### src/sv/moesi_pkg.sv
// ----------------------------------------------------------------------------
// moesi_pkg
// Types and constants shared by the MOESI snoop coherence controller.
// ----------------------------------------------------------------------------
`timescale 1ns / 1ps

package moesi_pkg;

    // Field widths fixed by the message format
    localparam int unsigned MODE_W  = 3;
    localparam int unsigned LINE_W  = 8;
    localparam int unsigned NODE_W  = 4;
    localparam int unsigned STATE_W = 4;

    // Number of distinct line_index codes
    localparam int unsigned LINE_CODES = 256;

    // Message kinds
    typedef enum logic [MODE_W-1:0] {
        MODE_LOAD  = 3'd0,
        MODE_STORE = 3'd1,
        MODE_GETS  = 3'd2,
        MODE_GETM  = 3'd3,
        MODE_DATA  = 3'd4
    } mode_t;

    // Stable and transient line states
    typedef enum logic [STATE_W-1:0] {
        ST_I  = 4'd0,
        ST_S  = 4'd1,
        ST_E  = 4'd2,
        ST_O  = 4'd3,
        ST_M  = 4'd4,
        ST_IS = 4'd5,
        ST_IM = 4'd6,
        ST_SM = 4'd7,
        ST_OM = 4'd8
    } line_state_t;

    // Incoming coherence message
    typedef struct packed {
        logic [MODE_W-1:0] mode;
        logic [LINE_W-1:0] line_index;
        logic [NODE_W-1:0] requester_id;
        logic              shared_seen;
    } req_t;

    // Action set produced for one message
    typedef struct packed {
        logic [LINE_W-1:0]  line_echo;
        logic               issue_gets;
        logic               issue_getm;
        logic               give_to_processor;
        logic               drive_bus_data;
        logic [NODE_W-1:0]  data_target;
        logic               assert_shared;
        logic               miss_event;
        logic               upgrade_event;
        logic               protocol_error;
        logic [STATE_W-1:0] new_line_state;
    } rsp_t;

    // Flags from the transition logic to the datapath
    typedef struct packed {
        logic        issue_gets;
        logic        issue_getm;
        logic        give_proc;
        logic        drive_bus;
        logic        assert_shared;
        logic        miss;
        logic        upgrade;
        logic        error;
        line_state_t next_state;
    } act_t;

endpackage

### src/sv/moesi_if.sv
// ----------------------------------------------------------------------------
// moesi_req_if / moesi_rsp_if
// Valid/ready channels for coherence messages and their action sets.
// ----------------------------------------------------------------------------
`timescale 1ns / 1ps

interface moesi_req_if;
    logic              valid;
    logic              ready;
    moesi_pkg::req_t   payload;

    modport source (output valid, output payload, input ready);
    modport sink   (input valid, input payload, output ready);
endinterface

interface moesi_rsp_if;
    logic              valid;
    logic              ready;
    moesi_pkg::rsp_t   payload;

    modport source (output valid, output payload, input ready);
    modport sink   (input valid, input payload, output ready);
endinterface

### src/sv/moesi_line_ram.sv
// ----------------------------------------------------------------------------
// moesi_line_ram
// Line state store: one write port, one read port, registered read data.
// ----------------------------------------------------------------------------
`timescale 1ns / 1ps

module moesi_line_ram #(
    parameter int unsigned DEPTH  = 256,
    parameter int unsigned ADDR_W = 8
) (
    input  logic                            clk,
    input  logic                            wr_en,
    input  logic [ADDR_W-1:0]               wr_addr,
    input  logic [moesi_pkg::STATE_W-1:0]   wr_data,
    input  logic                            rd_en,
    input  logic [ADDR_W-1:0]               rd_addr,
    output logic [moesi_pkg::STATE_W-1:0]   rd_data
);

    logic [moesi_pkg::STATE_W-1:0] mem [DEPTH];

    // Write port
    always_ff @(posedge clk)
    begin
        if (wr_en)
        begin
            mem[wr_addr] <= wr_data;
        end
    end

    // Read port, old data on a same-address collision
    always_ff @(posedge clk)
    begin
        if (rd_en)
        begin
            rd_data <= mem[rd_addr];
        end
    end

endmodule

### src/sv/moesi_next_state.sv
// ----------------------------------------------------------------------------
// moesi_next_state
// MOESI transition table: message kind and current state to actions.
// ----------------------------------------------------------------------------
`timescale 1ns / 1ps

module moesi_next_state (
    input  logic [moesi_pkg::MODE_W-1:0]  mode,
    input  moesi_pkg::line_state_t        cur_state,
    input  logic                          shared_seen,
    output moesi_pkg::act_t               act
);

    logic store;

    assign store = (mode == moesi_pkg::MODE_STORE);

    always_comb
    begin
        act            = '0;
        act.next_state = cur_state;
        unique case (moesi_pkg::mode_t'(mode)) inside
            moesi_pkg::MODE_LOAD, moesi_pkg::MODE_STORE:
            begin
                // processor side; transients ignore the request
                unique case (cur_state)
                    moesi_pkg::ST_I:
                    begin
                        act.miss = 1'b1;
                        if (store)
                        begin
                            act.issue_getm = 1'b1;
                            act.next_state = moesi_pkg::ST_IM;
                        end
                        else
                        begin
                            act.issue_gets = 1'b1;
                            act.next_state = moesi_pkg::ST_IS;
                        end
                    end
                    moesi_pkg::ST_S:
                    begin
                        if (store)
                        begin
                            act.issue_getm = 1'b1;
                            act.miss       = 1'b1;
                            act.next_state = moesi_pkg::ST_SM;
                        end
                        else
                        begin
                            act.give_proc = 1'b1;
                        end
                    end
                    moesi_pkg::ST_E:
                    begin
                        act.give_proc = 1'b1;
                        if (store)
                        begin
                            act.upgrade    = 1'b1;
                            act.next_state = moesi_pkg::ST_M;
                        end
                    end
                    moesi_pkg::ST_O:
                    begin
                        if (store)
                        begin
                            act.issue_getm = 1'b1;
                            act.miss       = 1'b1;
                            act.next_state = moesi_pkg::ST_OM;
                        end
                        else
                        begin
                            act.give_proc = 1'b1;
                        end
                    end
                    moesi_pkg::ST_M:
                    begin
                        act.give_proc = 1'b1;
                    end
                    default:
                    begin
                    end
                endcase
            end
            moesi_pkg::MODE_GETS:
            begin
                unique case (cur_state) inside
                    moesi_pkg::ST_S, moesi_pkg::ST_SM:
                    begin
                        act.assert_shared = 1'b1;
                    end
                    moesi_pkg::ST_E:
                    begin
                        act.assert_shared = 1'b1;
                        act.drive_bus     = 1'b1;
                        act.next_state    = moesi_pkg::ST_S;
                    end
                    moesi_pkg::ST_O, moesi_pkg::ST_OM:
                    begin
                        act.assert_shared = 1'b1;
                        act.drive_bus     = 1'b1;
                    end
                    moesi_pkg::ST_M:
                    begin
                        act.assert_shared = 1'b1;
                        act.drive_bus     = 1'b1;
                        act.next_state    = moesi_pkg::ST_O;
                    end
                    default:
                    begin
                    end
                endcase
            end
            moesi_pkg::MODE_GETM:
            begin
                unique case (cur_state) inside
                    moesi_pkg::ST_S:
                    begin
                        act.next_state = moesi_pkg::ST_I;
                    end
                    moesi_pkg::ST_SM:
                    begin
                        act.next_state = moesi_pkg::ST_IM;
                    end
                    moesi_pkg::ST_E, moesi_pkg::ST_O, moesi_pkg::ST_M:
                    begin
                        act.drive_bus  = 1'b1;
                        act.next_state = moesi_pkg::ST_I;
                    end
                    moesi_pkg::ST_OM:
                    begin
                        act.drive_bus  = 1'b1;
                        act.next_state = moesi_pkg::ST_IM;
                    end
                    default:
                    begin
                    end
                endcase
            end
            moesi_pkg::MODE_DATA:
            begin
                unique case (cur_state) inside
                    moesi_pkg::ST_IS:
                    begin
                        act.give_proc  = 1'b1;
                        act.next_state = shared_seen ? moesi_pkg::ST_S : moesi_pkg::ST_E;
                    end
                    moesi_pkg::ST_IM, moesi_pkg::ST_SM, moesi_pkg::ST_OM:
                    begin
                        act.give_proc  = 1'b1;
                        act.next_state = moesi_pkg::ST_M;
                    end
                    moesi_pkg::ST_M:
                    begin
                        act.error = 1'b1;
                    end
                    default:
                    begin
                    end
                endcase
            end
            default:
            begin
                // undefined message kind
                act.error = 1'b1;
            end
        endcase
    end

endmodule

### src/sv/moesi_snoop_coherence_controller.sv
// ----------------------------------------------------------------------------
// moesi_snoop_coherence_controller
// Snooping MOESI controller with one state per cache line. It takes one
// load, store or snooped GETS/GETM/DATA message per cycle and returns one
// action set per message, in order. A message is looked up in the line
// state RAM when it is transferred; the RAM's registered read feeds the
// result register, which holds the action set until the result side
// takes it. Back-to-back messages to the same line are served by
// forwarding the last write. Sustained rate is one message per cycle
// while the result side keeps up. After reset the controller sweeps the
// RAM to I, one line per cycle, and holds req.ready low until the sweep
// is done. line_index is reduced modulo NUM_LINES to select the entry;
// line_echo returns it unchanged.
// ----------------------------------------------------------------------------
`timescale 1ns / 1ps

module moesi_snoop_coherence_controller #(
    parameter int unsigned NUM_LINES = 256
) (
    input  logic              clk,
    input  logic              rst_n,
    moesi_req_if.sink         req,
    moesi_rsp_if.source       rsp
);

    localparam int unsigned SLOT_W = (NUM_LINES > 1) ? $clog2(NUM_LINES) : 1;

    // Line code to RAM slot, worked out at elaboration
    logic [SLOT_W-1:0] slot_tab [moesi_pkg::LINE_CODES];

    for (genvar g = 0; g < moesi_pkg::LINE_CODES; g++)
    begin : g_slot
        localparam int unsigned SLOT_VAL = g % NUM_LINES;
        assign slot_tab[g] = SLOT_W'(SLOT_VAL);
    end

    // Clearing sweep
    logic              clr_active_reg, clr_active_next;
    logic [SLOT_W-1:0] clr_cnt_reg,    clr_cnt_next;

    // Lookup stage
    logic              s1_valid_reg,   s1_valid_next;
    moesi_pkg::req_t   s1_item_reg;
    logic [SLOT_W-1:0] s1_slot_reg;

    // Last write, for same-line forwarding
    logic                            fwd_valid_reg;
    logic [SLOT_W-1:0]               fwd_slot_reg;
    logic [moesi_pkg::STATE_W-1:0]   fwd_state_reg;

    // Result register
    logic              out_valid_reg, out_valid_next;
    moesi_pkg::rsp_t   out_reg,       out_next;

    logic                            accept;
    logic                            advance;
    logic [SLOT_W-1:0]               in_slot;
    logic                            wr_en;
    logic [SLOT_W-1:0]               wr_addr;
    logic [moesi_pkg::STATE_W-1:0]   wr_data;
    logic [moesi_pkg::STATE_W-1:0]   rd_data;
    moesi_pkg::line_state_t          cur_state;
    moesi_pkg::act_t                 act;

    // Handshake
    assign advance   = s1_valid_reg && (!out_valid_reg || rsp.ready);
    assign req.ready = !clr_active_reg && (!s1_valid_reg || advance);
    assign accept    = req.valid && req.ready;
    assign in_slot   = slot_tab[req.payload.line_index];

    // RAM write: sweep first, then write-back of the looked-up line
    assign wr_en   = clr_active_reg || advance;
    assign wr_addr = clr_active_reg ? clr_cnt_reg : s1_slot_reg;
    assign wr_data = clr_active_reg ? moesi_pkg::STATE_W'(moesi_pkg::ST_I)
                                    : moesi_pkg::STATE_W'(act.next_state);

    moesi_line_ram #(
        .DEPTH  (NUM_LINES),
        .ADDR_W (SLOT_W)
    ) u_ram (
        .clk     (clk),
        .wr_en   (wr_en),
        .wr_addr (wr_addr),
        .wr_data (wr_data),
        .rd_en   (accept),
        .rd_addr (in_slot),
        .rd_data (rd_data)
    );

    // Current state, bypassing a write that collided with the read
    assign cur_state = moesi_pkg::line_state_t'(
        (fwd_valid_reg && (fwd_slot_reg == s1_slot_reg)) ? fwd_state_reg : rd_data);

    moesi_next_state u_next (
        .mode        (s1_item_reg.mode),
        .cur_state   (cur_state),
        .shared_seen (s1_item_reg.shared_seen),
        .act         (act)
    );

    // Next-value logic for control and result
    always_comb
    begin
        clr_active_next = clr_active_reg;
        clr_cnt_next    = clr_cnt_reg;
        if (clr_active_reg)
        begin
            if (clr_cnt_reg == SLOT_W'(NUM_LINES - 1))
            begin
                clr_active_next = 1'b0;
            end
            else
            begin
                clr_cnt_next = clr_cnt_reg + 1'b1;
            end
        end

        s1_valid_next = accept ? 1'b1 : (advance ? 1'b0 : s1_valid_reg);

        out_valid_next = advance ? 1'b1 : (rsp.ready ? 1'b0 : out_valid_reg);

        out_next                   = out_reg;
        out_next.line_echo         = s1_item_reg.line_index;
        out_next.issue_gets        = act.issue_gets;
        out_next.issue_getm        = act.issue_getm;
        out_next.give_to_processor = act.give_proc;
        out_next.drive_bus_data    = act.drive_bus;
        out_next.data_target       = act.drive_bus ? s1_item_reg.requester_id : '0;
        out_next.assert_shared     = act.assert_shared;
        out_next.miss_event        = act.miss;
        out_next.upgrade_event     = act.upgrade;
        out_next.protocol_error    = act.error;
        out_next.new_line_state    = moesi_pkg::STATE_W'(act.next_state);
    end

    // Control registers
    always_ff @(posedge clk or negedge rst_n)
    begin
        if (!rst_n)
        begin
            clr_active_reg <= 1'b1;
            clr_cnt_reg    <= '0;
            s1_valid_reg   <= 1'b0;
            out_valid_reg  <= 1'b0;
            fwd_valid_reg  <= 1'b0;
        end
        else
        begin
            clr_active_reg <= clr_active_next;
            clr_cnt_reg    <= clr_cnt_next;
            s1_valid_reg   <= s1_valid_next;
            out_valid_reg  <= out_valid_next;
            if (wr_en)
            begin
                fwd_valid_reg <= 1'b1;
            end
        end
    end

    // Payload registers
    always_ff @(posedge clk)
    begin
        if (accept)
        begin
            s1_item_reg <= req.payload;
            s1_slot_reg <= in_slot;
        end
        if (wr_en)
        begin
            fwd_slot_reg  <= wr_addr;
            fwd_state_reg <= wr_data;
        end
        if (advance)
        begin
            out_reg <= out_next;
        end
    end

    assign rsp.valid   = out_valid_reg;
    assign rsp.payload = out_reg;

    // Checks
    a_clear_quiet: assert property (@(posedge clk) disable iff (!rst_n)
        clr_active_reg |-> (!s1_valid_reg && !out_valid_reg))
        else $error("item in flight during clearing sweep");

    a_error_holds: assert property (@(posedge clk) disable iff (!rst_n)
        (advance && act.error) |-> (act.next_state == cur_state))
        else $error("illegal message changed line state");

    a_upgrade_e_to_m: assert property (@(posedge clk) disable iff (!rst_n)
        (advance && act.upgrade) |->
        (cur_state == moesi_pkg::ST_E && act.next_state == moesi_pkg::ST_M))
        else $error("upgrade outside E to M");

    a_write_lands: assert property (@(posedge clk) disable iff (!rst_n)
        (advance && !clr_active_reg) |=>
        (fwd_valid_reg && fwd_slot_reg == $past(s1_slot_reg)
         && fwd_state_reg == $past(out_next.new_line_state)))
        else $error("write-back not captured for forwarding");

    a_target_zero: assert property (@(posedge clk) disable iff (!rst_n)
        out_valid_reg |-> (out_reg.drive_bus_data || out_reg.data_target == '0))
        else $error("data target set without bus data");

endmodule
### src/flat_wrapper.sv
// flat-port wrapper written by rule: the top's interface ports become plain ports
module moesi_snoop_coherence_controller_flat 
#(
    parameter int unsigned NUM_LINES = 256
)
  (clk, rst_n, req_valid, req_payload, req_ready, rsp_valid, rsp_payload, rsp_ready);
  moesi_req_if req_i ();
  moesi_rsp_if rsp_i ();
  input  logic clk;
  input  logic rst_n;
  input wire logic [$bits(req_i.valid)-1:0] req_valid;
  input wire logic [$bits(req_i.payload)-1:0] req_payload;
  output wire logic [$bits(req_i.ready)-1:0] req_ready;
  output wire logic [$bits(rsp_i.valid)-1:0] rsp_valid;
  output wire logic [$bits(rsp_i.payload)-1:0] rsp_payload;
  input wire logic [$bits(rsp_i.ready)-1:0] rsp_ready;
  assign req_i.valid = req_valid;
  assign req_i.payload = req_payload;
  assign req_ready = req_i.ready;
  assign rsp_valid = rsp_i.valid;
  assign rsp_payload = rsp_i.payload;
  assign rsp_i.ready = rsp_ready;
  moesi_snoop_coherence_controller #(.NUM_LINES(NUM_LINES)) u_core (.clk(clk), .rst_n(rst_n), .req(req_i), .rsp(rsp_i));
endmodule
### config.mk
export PLATFORM = sky130hd
export DESIGN_NAME = moesi_snoop_coherence_controller_flat
export DESIGN_NICKNAME = d
export VERILOG_FILES = /design/src/sv/moesi_pkg.sv /design/src/sv/moesi_if.sv /design/src/sv/moesi_line_ram.sv /design/src/sv/moesi_next_state.sv /design/src/sv/moesi_snoop_coherence_controller.sv /design/src/flat_wrapper.sv
export SDC_FILE = /design/constraint.sdc
export NUM_CORES = 1
export LEC_CHECK = 0
export BUFFER_PORTS_ARGS = -buffer_cell sky130_fd_sc_hd__buf_4
export CELL_PAD_IN_SITES_DETAIL_PLACEMENT = 1
export CELL_PAD_IN_SITES_GLOBAL_PLACEMENT = 1
export CORE_MARGIN = 2
export CORE_UTILIZATION = 45
export CTS_CLUSTER_DIAMETER = 100
export DETAILED_ROUTE_END_ITERATION = 7
export GPL_ROUTABILITY_DRIVEN = 0
export PLACE_DENSITY = 0.75
export SLEW_MARGIN = 10
export SYNTH_ARGS = -nofsm -noshare
export SYNTH_HDL_FRONTEND = slang
export SYNTH_SLANG_ARGS = --single-unit
### constraint.sdc
create_clock -name clk -period 44.1 [get_ports clk]
set_input_delay 4.41 -clock clk [delete_from_list [all_inputs] [get_ports clk]]
set_output_delay 4.41 -clock clk [all_outputs]
set_load 0.01 [all_outputs]
# Word-level counts from Yosys, hierarchy flattened

Memory sizes are Yosys's and may differ from the RTL's. A register that Yosys moved wholly into a read port is not among the register bits.
Cells that the tools add are included.

Flip-flop bits (word level): 72
Memories kept: 2
RAM bits: 1,024
Output and inout port bits: 26
Bits in read-only memories: 2,048

Memory list:

| memory           | words | bits a word | rd ports | clocked after memory_dff | wr ports | RTL line                               | source |
|---|---|---|---|---|---|---|---|
| (no name shown)  | 256   | 8           | 1        | 0                        | 0        | moesi_snoop_coherence_controller.sv:69 | `assign in_slot = slot_tab[req.payload.line_index];` |
| u_core.u_ram.mem | 256   | 4           | 1        | 1                        | 1        | moesi_line_ram.sv:20                   | `logic [moesi_pkg::STATE_W-1:0] mem [DEPTH];` |

Reduce and logical (&&, ||, !) cells: 30
Equality and inequality tests: 14
Bitwise gates (word level): 2
Muxes and demuxes: 34
Add/sub/neg operators: 1
Magnitude comparators: 1

Operator list:

| kind                  | number |
|---|---|
| $pmux W4 S4           | 2 |
| $mux W8               | 3 |
| $pmux W4 S2           | 3 |
| $mux W4               | 5 |
| $eq A4 B3 Y1 const B  | 4 |
| $reduce_or A4 Y1      | 4 |
| $mux W1               | 15 |
| $reduce_or A2 Y1      | 5 |
| $ge A9 B9 Y1 const B  | 1 |
| $not A8 Y9            | 1 |
| $add A8 B1 Y8 const B | 1 |
| $eq A4 B2 Y1 const B  | 2 |
| $eq A8 B8 Y1          | 1 |
| $eq A8 B8 Y1 const B  | 1 |
| $pmux W1 S2           | 4 |
| $reduce_and A2 Y1     | 4 |
| $eq A3 B2 Y1 const B  | 2 |
| $reduce_or A3 Y1      | 2 |
| $reduce_or A6 Y1      | 1 |
| $eq A4 B1 Y1 const B  | 1 |
| $eq A4 B4 Y1 const B  | 1 |
| $logic_and A1 B1 Y1   | 4 |
| $logic_not A4 Y1      | 1 |
| $mux W2               | 2 |
| other kinds (7)       | 12 |

# Logic depth before layout (Yosys ltp)

Depth in word-level cells: 8
Mapped depth: 9
Mapped depth without buffers: 8

# Cells and area by module

From an unflattened synthesis, not the netlist that was laid out.

Cell total of the unflattened synthesis: 2,278
Area, all modules: 43,663.1 um^2

By module, submodules not included:

| module                           | area each (um^2) | cells an instance | times used |
|---|---|---|---|
| moesi_line_ram                   | 40,715.3         | 2,051             | 1 |
| moesi_snoop_coherence_controller | 2,401.1          | 136               | 1 |
| moesi_next_state                 | 546.8            | 91                | 1 |

# Worst setup path after synthesis

Ideal clock, no wire load.

Path type: register -> register
From: reg u_core.s1_slot_reg[4]
To: reg u_core.fwd_state_reg[2] (netlist name) (data pin)
Data arrival time: 11.671 ns
Clock period less this slack: 13.779 ns
Setup slack: 30.321 ns
Stages on the path, launching flop included: 10
Cell sequence: edfxtp_1 xor2_1 or3_1 clkbuf_1 nor3_2 buf_2 a221oi_1 o21a_1 o211a_1 nor3_1

Longest elaborated chain between the ends: 8
Elaborated cells on any way between the ends: 24
Those cells by class: eq/ne (9); mux (10); reduce/logical (5)

RTL lines:

| element                                                   | RTL line                                         | source |
|---|---|---|
| start: declaration                                        | moesi_snoop_coherence_controller.sv:44           | `logic [SLOT_W-1:0] s1_slot_reg;` |
| start signal: assignment                                  | moesi_snoop_coherence_controller.sv:166          | `s1_slot_reg <= in_slot;` |
| $eq A8 B8 Y1 (*)                                          | moesi_snoop_coherence_controller.sv:92           | `(fwd_valid_reg && (fwd_slot_reg == s1_slot_reg)) ? fwd_state_reg : rd_data);` |
| $logic_and A1 B1 Y1 (*)                                   | moesi_snoop_coherence_controller.sv:92           |  |
| $mux W4 (*)                                               | moesi_snoop_coherence_controller.sv:92           |  |
| $eq A4 B1 Y1 (tied with other cells)                      | moesi_next_state.sv:26                           | `unique case (cur_state)` |
| $reduce_or A4 Y1 (no source line) (tied with other cells) | -                                                |  |
| $pmux W4 S2 (on tied branches)                            | moesi_next_state.sv:116, moesi_next_state.sv:142 |  |
| $pmux W4 S4 (*)                                           | moesi_next_state.sv:22                           | `unique case (moesi_pkg::mode_t'(mode)) inside` |
| $mux W4 (*)                                               | moesi_snoop_coherence_controller.sv:74           | `assign wr_data = clr_active_reg ? moesi_pkg::STATE_W'(moesi_pkg::ST_I)` |
| net u_core.u_ram.wr_data (one bit)                        | moesi_line_ram.sv:14                             | `input logic [moesi_pkg::STATE_W-1:0] wr_data,` |
| end signal: assignment                                    | moesi_snoop_coherence_controller.sv:171          | `fwd_state_reg <= wr_data;` |
| end: declaration                                          | moesi_snoop_coherence_controller.sv:49           | `logic [moesi_pkg::STATE_W-1:0] fwd_state_reg;` |

Mark *: on every way through the listed nets, which the timed path passes. The rest lies on a longest branch.
A chain may end at the register's enable or synchronous reset.

# Worst setup path in the final report

From: in rsp_ready
To: out req_ready

Longest elaborated chain between the ends: 4

RTL lines:

| element             | RTL line                               | source |
|---|---|---|
| start: declaration  | flat_wrapper.sv:16                     | `input wire logic [$bits(rsp_i.ready)-1:0] rsp_ready;` |
| $logic_or A1 B1 Y1  | moesi_snoop_coherence_controller.sv:66 | `assign advance = s1_valid_reg && (!out_valid_reg \|\| rsp.ready);` |
| $logic_and A1 B1 Y1 | moesi_snoop_coherence_controller.sv:66 |  |
| $logic_or A1 B1 Y1  | moesi_snoop_coherence_controller.sv:67 | `assign req.ready = !clr_active_reg && (!s1_valid_reg \|\| advance);` |
| $logic_and A1 B1 Y1 | moesi_snoop_coherence_controller.sv:67 |  |
| end: declaration    | flat_wrapper.sv:13                     | `output wire logic [$bits(req_i.ready)-1:0] req_ready;` |

No other way between the ends.

==> run metrics <==
status finished clean; Critical R2R Launch u_core.s1_slot_reg[4]; Setup violations, final 0; Hold-fix buffers, CTS 0; TritonCTS buffer count 107; Clk Latency, worst-skew pair 0.70 ns; Arr. time, crit path 5.00 ns; P_leak 15.1 nW; Die Y 315 µm; Cell Count, Final, Fillers Out 3569; largest net degree at the start of global routing 258; drt first-iter violations 2403; Hold Path Class reg -> reg; CTS tree built; Cell Rows 114; CTS sink count 1092; Hold Crit Depth 1; post-route cell area 48700 µm²; Most common cell on crit path buf_4; Boundary Pins 46; Max-Cap Viols 0; Post-Syn Instances 2148; CP Max Fanout 2; Overflow after GRT 0; antenna-violating nets left 0; routed via count 21200; EDFF count, synth 1080; hold slack 0.516 ns; P&R area growth vs syn 11.9%; Largest Register u_core.u_ram.mem; distinct cell type count of the synthesized netlist 58; Buf/Inv on CP 2; post-layout util 50.6%; Peak Freq 106 MHz; dpl ws 34.70 ns; slew at the pin with the worst max-slew slack 1.30 ns; DRT Wirelength 106 mm; Tot GR Track Use 21.7%; Min-Delay Endpoint u_core.fwd_valid_reg; share of layout cells above drive strength 1 24.7%; Core Region 96300 µm²; Tmin final 9.41 ns; Mapped Nets 2169; wire length per cell 29.6 µm; RSZ-0062 raised after global routing no; P per Cell Area 46.8 nW/µm²; slowest CP cell buf_4; CP endpoint kind output pin; Reg2Reg Setup Slack 38.56 ns; Placed Cells 3370; clk_skew 0.0389 ns; Area after DPL 45300 µm²; Post-CTS Setup Bufs 0; vias in the first global route 23000; critical path's largest stage delay 0.19 ns; Worst EP required 39.69 ns; max FFs per register 1024; Main synth FF type edfxtp_1; global-route wire length before repair 157 mm; Synthesis Warnings 0; Relative slew margins 12.9%; initial core utilization 45.2%; Die X 315 µm; Hold Crit Start u_core.fwd_valid_reg; worst setup path class in -> out; drt first pass iters 5; DR vias/cell 5.95; CTS clk-pin slew, worst paths 0.06 ns; Crit path max-delay family buffers and inverters; Synth async-reset ratio 1.10%; mapped cell area 43600 µm²; dpl hpwl 63.3 mm; H-tree levels 3; Mean Syn Cell Area 20.3 µm²; post-route DRC violation count 0; Yosys reg bits 1092; Seq/Total Area, Yosys 75.1%; TNS Setup 0 ns; # port buffers 45; Root Buffer clkbuf_16; Critical Path Source Type input port; post_cts resized 0; Tcrit/Tclk final 21.3%; critical-path cell list buf_4, nor2b_1, a21oi_1, buf_4; initial antenna violation count 1; clock tree buffer depth 3; nets 2224; Final Max Tran Viols 0; Max IR drop VDD 0.0000301 V; R2R depth 9; reg2reg end u_core.u_ram.mem[36][1]; worst setup margin 34.69 ns; final hold vios 0; die area 99300 µm²; Power Total 2.28 mW
[per-layer routing]
metal / GRT usage [%] / vias to the layer above / part of all wire [%]
met3: 4.06 / 225 / 6.4
met1: 28.3 / 11300 / 39
met5: 0 / - / 0
met4: 7.91 / 0 / 3.6
li1: - / 8883 / -
met2: 36.4 / 807 / 51
[how the worst max path moves through the flow]
stage	start	end	slack, ns	cells past startpoint
floorplan	u_core.s1_slot_reg[4]	u_core.fwd_state_reg[2]	30.32	9
global placement	rsp_ready	req_ready	34.68	4
detailed placement	rsp_ready	req_ready	34.70	4
CTS	rsp_ready	req_ready	34.70	4
global route	rsp_ready	req_ready	34.67	4
finish	rsp_ready	req_ready	34.69	4
[cells by family (layout without fill, tap and decap cells)]
group / count (synthesis) / count (layout) / synth area share [%]
flip-flops: 1092 / 1092 / 75.1
AO/OA/AOI/OAI: 104 / 104 / 1.70
adder cells (fa/ha/maj): 1 / 1 / 0.0287
other: 0 / 1 / 0
XOR/XNOR: 16 / 16 / 0.322
multiplexers: 339 / 339 / 17.0
buffers and inverters: 144 / 288 / 1.49
AND/OR/NAND/NOR: 452 / 452 / 4.32
[power breakdown]
group          internal (mW)  leakage [nW]  switching [mW]
clock network          0.518          1.69           0.392
logic                 0.0490          3.41           0.119
registers               1.20          9.95         0.00716
total                   1.76          15.1           0.519
[worst register-to-register path: stages (launching register included)]
cell and delay, ns:
edfxtp_1 0.48, xor2_1 0.22, nor3_2 0.45, nand3_1 0.72
mux2_2 0.57, a2bb2oi_1 0.15, o21ai_0 0.20, a41oi_4 0.36
buf_4 0.92, buf_4 1.06
[layout make-up]
cell class	count	area [µm²]
diodes	1	2.50
clock buffers	128	2800
clock inverters	70	693
fillers	8517	47500
inverters	14	52.6
multi-input cells	912	10200
flip-flops and latches	1092	32700
well taps	1276	1600
repair buffers	76	636
[synthesized netlist by cell type, types with 7 or more instances]
library cell / number / area, µm²
mux2i_1: 13 / 130
buf_1: 22 / 82.6
a22oi_1: 28 / 210
edfxtp_1: 1080 / 32400
and2_1: 11 / 68.8
buf_6: 7 / 78.8
buf_2: 16 / 80.1
a22o_1: 8 / 70.1
nand3_1: 20 / 100
clkbuf_1: 75 / 282
a21oi_1: 15 / 75.1
mux4_2: 320 / 7210
and3_1: 9 / 56.3
nand2_1: 73 / 274
dfrtp_1: 11 / 275
inv_1: 14 / 52.6
o21ai_0: 11 / 55.1
nand4_1: 7 / 43.8
nor2_1: 293 / 1100
xnor2_1: 12 / 105
buf_4: 10 / 75.1
nor2b_1: 8 / 50.1
nor3_1: 13 / 65.1
[placed cells by master, fill, tap and decap left out, drive strengths merged, types with 20 or more instances in the layout]
| master | netlist | layout |
|---|---|---|
| a22oi | 28 | 28 |
| buf | 55 | 76 |
| clkbuf | 75 | 128 |
| clkinv | 0 | 54 |
| edfxtp | 1080 | 1080 |
| mux4 | 320 | 320 |
| nand2 | 73 | 73 |
| nand3 | 20 | 20 |
| nor2 | 293 | 293 |
No activity file was read; power rests on OpenSTA's default activity.
